<file path="src/wmlru_pkg.sv">
// Shared types and constants for the window map LRU cache core.
`timescale 1ns / 1ps

package wmlru_pkg;

	localparam int NUM_SLOTS_DEF = 8;
	localparam int ID_W          = 16;
	localparam int REL_W         = 3;
	localparam int REF_W         = 8;
	localparam int STAMP_W       = 32;
	localparam int CNT_W         = 32;
	localparam int STATUS_W      = 3;

	typedef enum logic [0:0] {
		OP_MAP     = 1'b0,
		OP_RELEASE = 1'b1
	} op_t;

	typedef enum logic [STATUS_W-1:0] {
		ST_HIT      = 3'd0,
		ST_MISS     = 3'd1,
		ST_NOFREE   = 3'd2,
		ST_RELEASED = 3'd3,
		ST_RELERR   = 3'd4,
		ST_OVERFLOW = 3'd5
	} status_t;

	// One queued request, decoded by the front.
	typedef struct packed {
		op_t               op;
		logic [ID_W-1:0]   blk;
		logic [ID_W-1:0]   off;
		logic [REL_W-1:0]  slot;
		logic              discard;
		logic              rel_bad;
	} req_t;

	// Queue head as seen by the back.
	typedef struct packed {
		logic valid;
		req_t req;
	} head_t;

endpackage

</file>
<file path="src/wmlru_front.sv">
// Front end: accepts commands, flags out-of-range releases, queues requests.
`timescale 1ns / 1ps

module wmlru_front #(
	parameter int NUM_SLOTS = wmlru_pkg::NUM_SLOTS_DEF
) (
	input  logic                           clk,
	input  logic                           arst_n,
	input  logic                           start,
	output logic                           busy,
	input  logic [0:0]                     opcode,
	input  logic [wmlru_pkg::ID_W-1:0]     block_id,
	input  logic [wmlru_pkg::ID_W-1:0]     block_offset,
	input  logic [wmlru_pkg::REL_W-1:0]    slot,
	input  logic                           discard,
	output wmlru_pkg::head_t               head,
	input  logic                           pop
);

	wmlru_pkg::req_t q_mem_q [2];
	logic            wr_ptr_q;
	logic            rd_ptr_q;
	logic [1:0]      count_q;
	logic            push;
	logic            do_pop;
	wmlru_pkg::req_t in_req;

	assign busy   = (count_q == 2'd2);
	assign push   = start && !busy;
	assign do_pop = pop && (count_q != 2'd0);

	always_comb begin
		in_req.op      = wmlru_pkg::op_t'(opcode);
		in_req.blk     = block_id;
		in_req.off     = block_offset;
		in_req.slot    = slot;
		in_req.discard = discard;
		in_req.rel_bad = (32'(slot) >= 32'(NUM_SLOTS));
	end

	assign head.valid = (count_q != 2'd0);
	assign head.req   = q_mem_q[rd_ptr_q];

	always_ff @(posedge clk) begin
		if (push) begin
			q_mem_q[wr_ptr_q] <= in_req;
		end
	end

	always_ff @(posedge clk or negedge arst_n) begin
		if (!arst_n) begin
			wr_ptr_q <= 1'b0;
			rd_ptr_q <= 1'b0;
			count_q  <= 2'd0;
		end else begin
			if (push) begin
				wr_ptr_q <= !wr_ptr_q;
			end
			if (do_pop) begin
				rd_ptr_q <= !rd_ptr_q;
			end
			count_q <= count_q + 2'(push) - 2'(do_pop);
		end
	end

endmodule

</file>
<file path="src/wmlru_back.sv">
// Back end: slot table, tag lookup with oldest-free search, update and result.
`timescale 1ns / 1ps

module wmlru_back #(
	parameter int NUM_SLOTS = wmlru_pkg::NUM_SLOTS_DEF
) (
	input  logic                            clk,
	input  logic                            arst_n,
	input  wmlru_pkg::head_t                head,
	output logic                            pop,
	output logic                            done,
	output logic [wmlru_pkg::STATUS_W-1:0]  status,
	output logic [wmlru_pkg::REL_W-1:0]     slot_used,
	output logic                            evicted,
	output logic [wmlru_pkg::ID_W-1:0]      evicted_block,
	output logic [wmlru_pkg::ID_W-1:0]      evicted_offset,
	output logic [wmlru_pkg::CNT_W-1:0]     hit_total,
	output logic [wmlru_pkg::CNT_W-1:0]     miss_total
);

	localparam int SLOT_W = (NUM_SLOTS > 1) ? $clog2(NUM_SLOTS) : 1;
	localparam int LEAVES = 1 << SLOT_W;
	localparam logic [wmlru_pkg::REF_W-1:0] REF_ONE = wmlru_pkg::REF_W'(1);

	typedef enum logic [1:0] {
		S_LOOK = 2'b01,
		S_EXEC = 2'b10
	} state_t;

	state_t state_q;

	logic                          slot_valid_q  [NUM_SLOTS];
	logic [wmlru_pkg::ID_W-1:0]    slot_block_q  [NUM_SLOTS];
	logic [wmlru_pkg::ID_W-1:0]    slot_offset_q [NUM_SLOTS];
	logic [wmlru_pkg::REF_W-1:0]   slot_ref_q    [NUM_SLOTS];
	logic [wmlru_pkg::STAMP_W-1:0] slot_stamp_q  [NUM_SLOTS];
	logic [wmlru_pkg::STAMP_W-1:0] stamp_ctr_q;
	logic [wmlru_pkg::CNT_W-1:0]   hit_cnt_q;
	logic [wmlru_pkg::CNT_W-1:0]   miss_cnt_q;

	// lookup results
	logic                          hit_c;
	logic [SLOT_W-1:0]             match_c;
	logic                          node_v [2*LEAVES];
	logic [SLOT_W-1:0]             node_i [2*LEAVES];
	logic [wmlru_pkg::STAMP_W-1:0] node_s [2*LEAVES];

	wmlru_pkg::req_t               req_s1;
	logic                          hit_s1;
	logic [SLOT_W-1:0]             match_s1;
	logic                          free_s1;
	logic [SLOT_W-1:0]             lru_s1;

	// execute-side decode
	logic [SLOT_W-1:0]             rel_idx;
	logic [SLOT_W-1:0]             idx;
	logic                          rel_ok;
	logic [wmlru_pkg::STAMP_W-1:0] stamp_next;
	logic [wmlru_pkg::REF_W-1:0]   ref_dec;

	assign pop = (state_q == S_LOOK) && head.valid;

	// Tag compare, lowest matching slot wins.
	always_comb begin
		hit_c   = 1'b0;
		match_c = '0;
		for (int i = NUM_SLOTS - 1; i >= 0; i--) begin
			if (slot_valid_q[i] && slot_block_q[i] == head.req.blk &&
			    slot_offset_q[i] == head.req.off) begin
				hit_c   = 1'b1;
				match_c = SLOT_W'(i);
			end
		end
	end

	// Oldest free slot: min tree, left side (lower index) wins ties.
	always_comb begin
		node_v[0] = 1'b0;
		node_i[0] = '0;
		node_s[0] = '0;
		for (int i = 0; i < LEAVES; i++) begin
			if (i < NUM_SLOTS) begin
				node_v[LEAVES+i] = (slot_ref_q[i] == '0);
				node_s[LEAVES+i] = slot_stamp_q[i];
			end else begin
				node_v[LEAVES+i] = 1'b0;
				node_s[LEAVES+i] = '0;
			end
			node_i[LEAVES+i] = SLOT_W'(i);
		end
		for (int n = LEAVES - 1; n >= 1; n--) begin
			if (node_v[2*n] && (!node_v[2*n+1] || node_s[2*n] <= node_s[2*n+1])) begin
				node_v[n] = 1'b1;
				node_i[n] = node_i[2*n];
				node_s[n] = node_s[2*n];
			end else begin
				node_v[n] = node_v[2*n+1];
				node_i[n] = node_i[2*n+1];
				node_s[n] = node_s[2*n+1];
			end
		end
	end

	always_ff @(posedge clk) begin
		if (pop) begin
			req_s1   <= head.req;
			hit_s1   <= hit_c;
			match_s1 <= match_c;
			free_s1  <= node_v[1];
			lru_s1   <= node_i[1];
		end
	end

	assign rel_idx    = SLOT_W'(req_s1.slot);
	assign stamp_next = stamp_ctr_q + 1'b1;
	assign rel_ok     = !req_s1.rel_bad && slot_valid_q[rel_idx] && (slot_ref_q[rel_idx] != '0);
	assign ref_dec    = slot_ref_q[rel_idx] - 1'b1;

	always_comb begin
		if (req_s1.op == wmlru_pkg::OP_RELEASE) begin
			idx = rel_idx;
		end else if (hit_s1) begin
			idx = match_s1;
		end else begin
			idx = lru_s1;
		end
	end

	always_ff @(posedge clk or negedge arst_n) begin
		if (!arst_n) begin
			state_q     <= S_LOOK;
			stamp_ctr_q <= '0;
			hit_cnt_q   <= '0;
			miss_cnt_q  <= '0;
			done        <= 1'b0;
			for (int i = 0; i < NUM_SLOTS; i++) begin
				slot_valid_q[i]  <= 1'b0;
				slot_block_q[i]  <= '0;
				slot_offset_q[i] <= '0;
				slot_ref_q[i]    <= '0;
				slot_stamp_q[i]  <= '0;
			end
		end else begin
			done <= 1'b0;
			unique case (state_q)
				S_LOOK: begin
					if (pop) begin
						state_q <= S_EXEC;
					end
				end
				S_EXEC: begin
					state_q <= S_LOOK;
					done    <= 1'b1;
					if (req_s1.op == wmlru_pkg::OP_RELEASE) begin
						if (rel_ok) begin
							stamp_ctr_q         <= stamp_next;
							slot_ref_q[idx]     <= ref_dec;
							slot_stamp_q[idx]   <= (ref_dec == '0 && req_s1.discard) ?
								'0 : stamp_next;
						end
					end else if (hit_s1) begin
						if (slot_ref_q[idx] != '1) begin
							stamp_ctr_q       <= stamp_next;
							slot_ref_q[idx]   <= slot_ref_q[idx] + 1'b1;
							slot_stamp_q[idx] <= stamp_next;
							hit_cnt_q         <= hit_cnt_q + 1'b1;
						end
					end else if (free_s1) begin
						stamp_ctr_q        <= stamp_next;
						miss_cnt_q         <= miss_cnt_q + 1'b1;
						slot_valid_q[idx]  <= 1'b1;
						slot_block_q[idx]  <= req_s1.blk;
						slot_offset_q[idx] <= req_s1.off;
						slot_ref_q[idx]    <= REF_ONE;
						slot_stamp_q[idx]  <= stamp_next;
					end
				end
				default: begin
					state_q <= S_LOOK;
				end
			endcase
		end
	end

	// Result register; counters shown as they stand after the beat.
	always_ff @(posedge clk) begin
		if (state_q == S_EXEC) begin
			evicted        <= 1'b0;
			evicted_block  <= '0;
			evicted_offset <= '0;
			slot_used      <= wmlru_pkg::REL_W'(idx);
			hit_total      <= hit_cnt_q;
			miss_total     <= miss_cnt_q;
			if (req_s1.op == wmlru_pkg::OP_RELEASE) begin
				slot_used <= req_s1.slot;
				status    <= rel_ok ? wmlru_pkg::ST_RELEASED : wmlru_pkg::ST_RELERR;
			end else if (hit_s1) begin
				if (slot_ref_q[idx] == '1) begin
					status <= wmlru_pkg::ST_OVERFLOW;
				end else begin
					status    <= wmlru_pkg::ST_HIT;
					hit_total <= hit_cnt_q + 1'b1;
				end
			end else if (free_s1) begin
				status         <= wmlru_pkg::ST_MISS;
				miss_total     <= miss_cnt_q + 1'b1;
				evicted        <= slot_valid_q[idx];
				evicted_block  <= slot_valid_q[idx] ? slot_block_q[idx] : '0;
				evicted_offset <= slot_valid_q[idx] ? slot_offset_q[idx] : '0;
			end else begin
				status    <= wmlru_pkg::ST_NOFREE;
				slot_used <= '0;
			end
		end
	end

endmodule

</file>
<file path="src/window_map_lru_cache_core.sv">
// Top level: fully associative mapping table with LRU replacement and pinning.
// A request is written into the queue, captured by the lookup register, then done is registered in the update state.
// The back end handles one request at a time (lookup, then update) and pops the next only after the update.
// A two-entry queue lets start be taken while the back end works; busy is high when full.
// done pulses for one cycle with the result; the receiver cannot stall.
// arst_n clears all slots, stamps, counters and the queue at once.
`timescale 1ns / 1ps

module window_map_lru_cache_core #(
	parameter int NUM_SLOTS = wmlru_pkg::NUM_SLOTS_DEF
) (
	input  logic                            clk,
	input  logic                            arst_n,
	input  logic                            start,
	output logic                            busy,
	input  logic [0:0]                      opcode,
	input  logic [wmlru_pkg::ID_W-1:0]      block_id,
	input  logic [wmlru_pkg::ID_W-1:0]      block_offset,
	input  logic [wmlru_pkg::REL_W-1:0]     slot,
	input  logic                            discard,
	output logic                            done,
	output logic [wmlru_pkg::STATUS_W-1:0]  status,
	output logic [wmlru_pkg::REL_W-1:0]     slot_used,
	output logic                            evicted,
	output logic [wmlru_pkg::ID_W-1:0]      evicted_block,
	output logic [wmlru_pkg::ID_W-1:0]      evicted_offset,
	output logic [wmlru_pkg::CNT_W-1:0]     hit_total,
	output logic [wmlru_pkg::CNT_W-1:0]     miss_total
);

	wmlru_pkg::head_t head;
	logic             pop;

	wmlru_front #(
		.NUM_SLOTS(NUM_SLOTS)
	) u_front (
		.clk          (clk),
		.arst_n       (arst_n),
		.start        (start),
		.busy         (busy),
		.opcode       (opcode),
		.block_id     (block_id),
		.block_offset (block_offset),
		.slot         (slot),
		.discard      (discard),
		.head         (head),
		.pop          (pop)
	);

	wmlru_back #(
		.NUM_SLOTS(NUM_SLOTS)
	) u_back (
		.clk            (clk),
		.arst_n         (arst_n),
		.head           (head),
		.pop            (pop),
		.done           (done),
		.status         (status),
		.slot_used      (slot_used),
		.evicted        (evicted),
		.evicted_block  (evicted_block),
		.evicted_offset (evicted_offset),
		.hit_total      (hit_total),
		.miss_total     (miss_total)
	);

endmodule
</file>
<file path="config.mk">
export PLATFORM = sky130hd
export DESIGN_NAME = window_map_lru_cache_core
export DESIGN_NICKNAME = d
export VERILOG_FILES = /design/src/wmlru_pkg.sv /design/src/wmlru_front.sv /design/src/wmlru_back.sv /design/src/window_map_lru_cache_core.sv
export SDC_FILE = /design/constraint.sdc
export NUM_CORES = 2
export LEC_CHECK = 0
export CORE_MARGIN = 8
export CORE_UTILIZATION = 47
export DETAILED_ROUTE_END_ITERATION = 8
export DONT_BUFFER_PORTS = 1
export HOLD_SLACK_MARGIN = 0.03
export PLACE_DENSITY = 0.6
export SYNTH_ARGS = -nofsm -noshare
export SYNTH_HDL_FRONTEND = slang
export SYNTH_SLANG_ARGS = --single-unit
</file>
<file path="constraint.sdc">
create_clock -name clk -period 18.9 [get_ports clk]
set_input_delay 0.945 -clock clk [delete_from_list [all_inputs] [get_ports clk]]
set_output_delay 0.945 -clock clk [all_outputs]
set_load 0.02 [all_outputs]
</file>
==> results.yml <==
power_and_ir_drop:
  irDropWorstVdd_uv: 146
  clkPwrFrac_pct: 22.4
  p_sw_mw: 3.93
  power.internal_mw: 5.05
  powerDensity_mw_per_mm2: 163
  power_frac_seq_pct: 32.3
  pwr-share-comb_pct: 45.3
  total_leakage_power_nw: 24.9
  p_sw_share_pct: 43.8
timing:
  setup_viol: 0
  max_freq_mhz: 106
  slew_violations: 0
  max_slew_margin_pct: 9.68
  skew_ns: 0.0392
  final.min_clock_period_ns: 9.42
  hold_viol: 0
  post-route-period-util_pct: 49.8
  worstMarginPinSlew_ns: 1.35
  grt_setup_unrepaired: "no"
  tns_ns: 0
  finalHoldWorstSlack_ns: 0.215
  finalWorstSetupSlack_ns: 9.48
routing:
  drt_iter0_drc: 3522
  postRouteAntennaNets: 0
  dr.pass1.iters: 5
  wl_met1_um: 65100
  wl_per_cell_um: 27.0
  finalWirelength_um: 156000
  wl_met2_um: 73700
  top_layer: "met4"
  detail_route.vias_per_cell: 6.06
  wl_met3_um: 9620
  num_vias: 35000
  drc: 0
die:
  num_rows: 119
  initial_core_util_pct: 47.3
  chipWidth_um: 341
  fp.dieH_um: 341
  io_pins: 145
  dieArea_mm2: 0.116
  core-area_mm2: 0.105
logic_synthesis:
  ys_types: 80
  synth_edf_count: 222
  synth_cells: 4295
  synth_nets: 4568
  syn_area_mm2: 0.0496
  yosysWarnings: 0
  async_flop_share_pct: 75.6
  seq_area_frac_synth_pct: 48.1
  ys_ff_latch: 909
  syn_area_per_cell_um2: 11.6
  yosys_most_used_dff: "dfrtp_1"
grt:
  grt_overflow: 0
  grt_max_degree: 454
  grt_pass1_wl_um: 234000
  grt_pass1_vias: 35100
  grt_util_all_layers_pct: 26.3
  grt_antenna_before_repair: 1
worst_setup_path:
  required_ns: 19.33
  cp_max_fo: 33
  cp_top_family: "compound AO/OA/AOI/OAI gates"
  arrival_ns: 9.85
  worstSetupPathType: "register to register"
  path_common_cell: "a21oi_1"
  crit_path_top_delay_cell: "nor4_1"
  crit_path_start_kind: "register"
  cp-end-kind: "register"
  crit_buf_inv: 3
  slowest_delay_ns: 0.96
placed_design:
  gp_congestion: 0.943
  place_inst: 5585
  preCtsSetupSlack_ns: 9.91
  hpwl_um: 105000
  io_buffers: 0
clocking:
  postCtsSetupRepairBufs: 0
  cts-root-buf: "clkbuf_16"
  clk_latency_ns: 0.72
  cts.clk_slew.worst_paths_ns: 0.06
  cts_tree: "done"
  cts.htree.levels: 3
  cts_buffer_depth: 3
  numCtsBuffers: 100
  clock_sinks: 909
job:
  maxCapViolCount: 0
cells_and_area:
  drive_gt1_share_pct: 17.7
  stdcell_count: 5780
  mostFrequentLayoutCells: "dfrtp_1, mux2_2, xnor2_1"
  nFillCells: 9186
  area_delta_synth_final_pct: 10.8
  fin_nets: 4574
  layout_commonest_cell: "dfrtp_1"
outcome:
  status: "finished, final reports clean"
hold_path:
  hp-class: "input port to asynchronous set/reset pin"
-- metrics by stage --
stage	area [um2]	util [%]	total power [mW]
after floorplan	49600	-	5.37
after global placement	51500	49.0	6.85
after detailed placement	51500	49.0	6.88
after CTS	54900	52.3	8.92
after global routing	55000	52.4	9.33
final	55000	52.4	8.98
-- logic make-up (layout without fill, tap and decap cells) --
logic type,Yosys count,in the layout,synth area share (%)
flops,909,909,48.1
simple gates,871,871,8.64
compound gates,714,714,10.4
mux,676,676,15.5
buf+inv,450,542,3.69
xor+xnor,442,442,7.80
fa+ha+maj,233,233,5.87
other cells,0,2,0
-- what timing repair did --
| item | in CTS | in global routing |
|---|---|---|
| setup endpoints to repair | 0 | 0 |
| endpoints found under the hold margin | 234 | 110 |
| hold buffers | 2 | 1 |
| resized for setup | 0 | 0 |
-- sequential cells by signal, summed over array words and instances, names as in the netlist, 3 cells and up --
name,cells
u_back.evicted_block,16
u_back.evicted_offset,16
u_back.hit_cnt_q,32
u_back.hit_total,32
u_back.lru_s1,3
u_back.match_s1,3
u_back.miss_cnt_q,32
u_back.miss_total,32
u_back.node_s,256
u_back.rel_idx,3
u_back.req_s1,34
u_back.slot_block_q,128
u_back.slot_offset_q,128
u_back.slot_ref_q,64
u_back.slot_used,3
u_back.slot_valid_q,8
u_back.stamp_ctr_q,32
u_back.status,3
u_front.q_mem_q,74
-- layout make-up --
class,instances,area (um2),area share (%)
diodes,2,5.00,0.00911
clock buffers,141,2900,5.27
clock inverters,47,475,0.865
inverters,257,970,1.76
multi-input cells,2936,24200,44.0
flip-flops and latches,909,23900,43.4
well taps,1391,1740,3.17
repair buffers,97,811,1.48
-- power groups by stage --
stage	combinational [mW]	sequential, mW	clock, mW
CTS	3.99	2.89	2.05
detailed placement	3.96	2.92	0
global route	4.27	2.94	2.11
global placement	3.94	2.91	0
finish	4.07	2.90	2.01
floorplan	2.61	2.76	0
-- synthesized netlist by cell type (12+ instances only) --
cell type  number  area share [%]
nor3_1         39            0.39
nor4_1         56            0.71
o21a_1         14            0.21
nor2b_1        17            0.21
a22o_1        154             2.7
buf_4          23            0.35
xor2_1        181             3.2
mux4_2         32             1.5
o2bb2ai_1      57             1.0
mux2i_1       229             4.6
edfxtp_1      222              13
clkbuf_1      120            0.91
a31oi_1        31            0.39
buf_1          17            0.13
nand2b_1       18            0.23
xnor2_1       261             4.6
and3_1         48            0.61
a2111oi_0      12            0.21
o21ai_0        71            0.72
and4_1         18            0.32
mux2_2        404             9.2
a211oi_1       20            0.30
a21oi_1       133             1.3
dfrtp_1       686              35
ha_1          233             5.9
a21o_1         29            0.44
nor2_1        193             1.5
inv_1         253             1.9
nand3_1        69            0.70
a221oi_1       26            0.46
a22oi_1        42            0.64
o211ai_1       20            0.30
o22ai_1        27            0.34
nand4_1       109             1.4
buf_2          31            0.31
nand2_1       254             1.9
nand2_2        13            0.16
-- per-layer routing --
metal	vias to the layer above	track usage (%)
met5	-	0
met4	0	11.5
met3	347	4.28
met2	1228	42.8
met1	17700	34.6
li1	15700	-
-- path summary, 6_finish.rpt --
kind / from / to / slack (ns) / cells past startpoint
hold reg to reg: u_back.miss_cnt_q[31] / u_back.miss_cnt_q[31] / 0.50 / 1
hold / removal: arst_n / u_back.node_s[122] / 0.22 / 1
max in group asynchronous: arst_n / u_back.slot_offset_q[125] / 17.08 / 2
setup reg to reg: u_back.node_s[131] / u_back.lru_s1[0] / 9.48 / 30
setup / recovery: u_back.node_s[131] / u_back.lru_s1[0] / 9.48 / 30
min in group clk: block_offset[4] / u_front.q_mem_q[0][8] / 0.34 / 0
Note: power is estimated with default switching activity, not from simulation.
